==> config.mk <==
export PLATFORM = sky130hd
export DESIGN_NAME = tcvi_ctrl
export DESIGN_NICKNAME = d
export VERILOG_FILES = /design/src/sv/tcvi_pkg.sv /design/src/sv/tcvi_ctrl.sv
export SDC_FILE = /design/constraint.sdc
export NUM_CORES = 1
export LEC_CHECK = 0
export ABC_AREA = 1
export BUFFER_PORTS_ARGS = -buffer_cell sky130_fd_sc_hd__buf_2
export CORE_AREA = 8 8 45 47
export CTS_BUF_LIST = sky130_fd_sc_hd__clkbuf_8 sky130_fd_sc_hd__clkbuf_16
export DETAILED_ROUTE_END_ITERATION = 8
export DIE_AREA = 0 0 53 55
export GPL_TIMING_DRIVEN = 0
export PLACE_DENSITY = 0.37
export SLEW_MARGIN = 10
export SYNTH_ARGS = -nofsm -noshare
export SYNTH_HDL_FRONTEND = slang
export SYNTH_SLANG_ARGS = --single-unit
==> constraint.sdc <==
create_clock -name clk -period 1.24 [get_ports clk]
set_input_delay 0 -clock clk [delete_from_list [all_inputs] [get_ports clk]]
set_output_delay 0 -clock clk [all_outputs]
set_load 0.1 [all_outputs]
==> src/sv/tcvi_pkg.sv <==
`timescale 1ns / 1ps
// ---------------------------------------------------------------------------
// tcvi_pkg
// shared constants and controller/datapath interface types for the
// clause vote inference unit
// ---------------------------------------------------------------------------
package tcvi_pkg;

  localparam int CLAUSES_DEFAULT  = 256;
  localparam int FEATURES_DEFAULT = 32;

  localparam int CFG_W   = 9;   // clauses_in_use
  localparam int INDEX_W = 8;   // clause_index
  localparam int MASK_W  = 32;  // include masks and feature vector
  localparam int SUM_W   = 9;   // vote_sum

  localparam int CFG_RESET = 256;

  // request kinds carried in tuser
  localparam logic REQ_WRITE    = 1'b0;
  localparam logic REQ_CLASSIFY = 1'b1;

  // configuration register indexes
  localparam int REG_CLAUSES_IN_USE = 0;

  typedef struct packed {
    logic clear_step;    // zero one store entry, advance sweep counter
    logic store_write;   // load one clause's masks from the request
    logic run_start;     // latch features, clear sum and clause counter
    logic run_step;      // read next clause if any remain
    logic result_load;   // move saturated sum into the output register
  } cmd_t;

  typedef struct packed {
    logic clear_last;    // sweep counter on the final entry
    logic run_end;       // every clause in use has been read
    logic out_free;      // output register can take a result this cycle
  } sts_t;

endpackage

==> src/sv/tcvi_ctrl.sv <==
`timescale 1ns / 1ps
// ---------------------------------------------------------------------------
// tcvi_ctrl
// controller: store clearing sweep after reset, request intake, clause
// pass sequencing and hand-off of the result to the output register
// ---------------------------------------------------------------------------
module tcvi_ctrl (
  input  logic           clk,
  input  logic           rst,
  input  logic           s_tvalid,
  output logic           s_tready,
  input  logic           req_type,
  input  tcvi_pkg::sts_t sts,
  output tcvi_pkg::cmd_t cmd
);

  localparam logic [1:0] ST_CLEAR = 2'd0;
  localparam logic [1:0] ST_IDLE  = 2'd1;
  localparam logic [1:0] ST_RUN   = 2'd2;
  localparam logic [1:0] ST_DONE  = 2'd3;

  logic [1:0] state;
  logic [1:0] state_next;
  logic       accept;

  assign s_tready = (state == ST_IDLE);
  assign accept   = s_tready && s_tvalid;

  always_comb begin
    state_next      = state;
    cmd             = '0;
    case (state)
      ST_CLEAR: begin
        cmd.clear_step = 1'b1;
        if (sts.clear_last) begin
          state_next = ST_IDLE;
        end
      end
      ST_IDLE: begin
        if (accept) begin
          if (req_type == tcvi_pkg::REQ_CLASSIFY) begin
            cmd.run_start = 1'b1;
            state_next    = ST_RUN;
          end else begin
            cmd.store_write = 1'b1;
          end
        end
      end
      ST_RUN: begin
        cmd.run_step = 1'b1;
        // last read accumulates at this edge
        if (sts.run_end) begin
          state_next = ST_DONE;
        end
      end
      ST_DONE: begin
        if (sts.out_free) begin
          cmd.result_load = 1'b1;
          state_next      = ST_IDLE;
        end
      end
      default: begin
        state_next = ST_IDLE;
      end
    endcase
  end

  always_ff @(posedge clk) begin
    if (rst) begin
      state <= ST_CLEAR;
    end else begin
      state <= state_next;
    end
  end

`ifndef SYNTHESIS
  a_no_intake_while_busy: assert property (@(posedge clk) disable iff (rst)
    (state != ST_IDLE) |-> !cmd.store_write && !cmd.run_start)
    else $error("request taken outside idle");

  a_run_follows_start: assert property (@(posedge clk) disable iff (rst)
    cmd.run_start |=> (state == ST_RUN))
    else $error("classify request did not start a clause pass");

  a_load_only_when_free: assert property (@(posedge clk) disable iff (rst)
    cmd.result_load |-> sts.out_free)
    else $error("result loaded over a pending one");
`endif

endmodule

==> impl_metrics.csv <==
group,metric,value,unit
run_status,status,"finished clean",
final_layout,antennaDiodeCount,0,
final_layout,nets,67,
worst_setup_path,cp.required,1.24,ns
logic_synthesis,yosysTopAreaCell,"ha_1",
final_layout,reg_top3,"state: 2 flops",
timing,max_slew_margin,0.799,
final_layout,drive_above_1_share,0.574,
clocking,cts.clk_slew.worst_paths,0.03,ns
floorplan,core-area,0.00138,mm^2
global_route,grt-ovfl-total,0,
logic_synthesis,yosys_warnings,0,
logic_synthesis,synth_area,230,um^2
logic_synthesis,ys_seq_area_frac,0.174,
final_layout,finalNonFillerCells,70,
worst_setup_path,path_depth,5,
logic_synthesis,syn_avg_cell_area,5.90,um^2
floorplan,start_util,0.166,
logic_synthesis,synth.distinct_cells,9,
routing,drt_iter0_markers,1,
clocking,post-cts-setup-buffers,0,
logic_synthesis,synth_top_flop_cell,"dfxtp_1",
logic_synthesis,yosys_register_bits,2,
logic_synthesis,synth_commonest_cells,"10 x inv_1, 9 x nand2_1, 6 x nor2_1, 4 x ha_1, 3 x nand3_1",
worst_setup_path,crit_chain,"inv_2, ha_4, nand2_2, nor2_4, buf_12",
timing,worst_slew_pin_slew,0.303,ns
timing,finalSetupTns,0,ns
routing,totalWireLength,631,um
timing,fmaxAchievable,0.839,GHz
worst_setup_path,ff2ff_path_depth,7,
final_layout,area_delta_synth_final,94.6,%
timing,rsz0062_at_grt,"yes",
logic_synthesis,syn-instance-count,39,
worst_setup_path,crit_buf_inv,2,
routing,routed-via-count,244,
global_route,antenna_found_initial,0,
timing,slew_viol_final,0,
worst_setup_path,critPathLaunchType,"flop",
flow_run,cap_viol_max_count,0,
worst_setup_path,cp-end-kind,"output pin",
routing,avgViaCountPerCell,3.49,
logic_synthesis,synth.most_common_cell,"inv_1",
timing,hold_viol,0,
worst_setup_path,critPathMaxStageDelay,0.35,ns
clocking,cts_tree,"built",
timing,post-route-period-util,0.961,
worst_setup_path,critPathArrivalTime,1.19,ns
floorplan,io_pins,13,
timing,layout_setup_ws,0.0485,ns
logic_synthesis,synth_edf_count,0,
global_route,grt_pass1_vias,261,
placement,gp_congestion,0.662,
worst_setup_path,critPathSlowestCell,"dfxtp_4",
final_layout,regMostFlops,"state",
logic_synthesis,async_flop_share,0,
placement,dpl_worst_slack,0.0522,ns
logic_synthesis,synth_area_leaders,"ha_1 22%, dfxtp_1 17%, inv_1 16%",
clocking,cts.sinks,2,
clocking,cts_buffers,3,
global_route,grt.total_usage,0.0486,
clocking,clock_latency,0.21,ns
worst_hold_path,hold_depth,4,
floorplan,die_y,55,um
floorplan,dieArea,0.00292,mm^2
floorplan,die_width,53,um
worst_setup_path,path_class,"reg -> out",
timing,final.min_clock_period,1.19,ns
global_route,grt_max_degree,5,
logic_synthesis,syn_nets,50,
logic_synthesis,synth_top_area_frac,0.217,
timing,setup_violations,0,
worst_setup_path,cp_top_family,"flip-flops",
timing,hold-worst-slack,0.0362,ns
floorplan,num_rows,14,
placement,place_inst,67,
clocking,ctsRootBufferMaster,"clkbuf_8",
timing,fin_worst_skew,0.00300,ns
clocking,clock_path_buffers,2,
routing,routedWlPerCell,9.01,um
routing,drc,0,
routing,antenna_left,0,
global_route,grt_pass1_wl,1040,um
worst_hold_path,hp-class,"in -> reg",
routing,dr.pass1.iters,2,
clocking,ctsHtreeMaxLevel,1,
worst_setup_path,cp_max_fo,4,
placement,port-buffer-count,12,
placement,place_hpwl,517,um
final_layout,largest_reg_flops,2,
## logic make-up (layout without fill, tap and decap cells)
family	after synthesis	count (layout)	share of synthesized area
buffers and inverters	12	27	0.196
and+or+nand+nor	21	21	0.413
DFF	2	2	0.174
adders and majority gates	4	4	0.217
## layout by cell type, fill, tap and decap left out
master / count
nand2_1: 8
inv_1: 8
buf_2: 6
inv_2: 4
nor2_4: 3
nand3_1: 3
nor2_2: 3
nor2_1: 3
ha_4: 3
clkbuf_8: 3
clkbuf_4: 3
dfxtp_4: 2
nand2_2: 1
ha_1: 1
buf_12: 1
buf_4: 1
buf_6: 1
## metrics by stage
stage / utilization / area [um^2]
6_report: 0.324 / 448
3_5_place_dp: 0.266 / 368
5_1_grt: 0.324 / 448
4_1_cts: 0.304 / 420
2_1_floorplan: - / 288
3_3_place_gp: 0.266 / 368
## layer usage
layer,global-route usage,vias to the layer above,wire [um]
met5,0,-,0
met1,0.0455,104,227
met4,0.0259,0,0
met3,0.0160,0,10
li1,-,139,-
met2,0.0918,1,393
## final timing paths
kind / startpoint / to / slack [ns]
worst max register to register: state[0] / state[1] / 0.10
worst max-delay path: state[1] / cmd[3] / 0.05
worst min-delay path: rst / state[0] / 0.04
worst min register to register: state[1] / state[1] / 0.55
## layout make-up
type                            instances  area [um^2]
Clock buffer                            3         41.3
Fill cell                             168          936
Inverter                               12         45.0
Multi-Input combinational cell         25          203
Sequential cell                         2         47.5
Tap cell                               16         20.0
Timing Repair Buffer                   12         91.3
## what timing repair did
action,in CTS,in global routing
pin swaps,0,1
setup endpoints to repair,3,7
hold buffers,0,0
hold endpoints to repair,0,0
gates resized for setup,4,9
## worst min-delay path, cell delays in order
cell and delay [ns]:
buf_2 0.07, inv_1 0.04, nand2_1 0.06, nor2_1 0.04
Power is left out: the tool's default activity adds up to more than one toggle a clock period on the data nets, which glitch-free logic cannot reach.
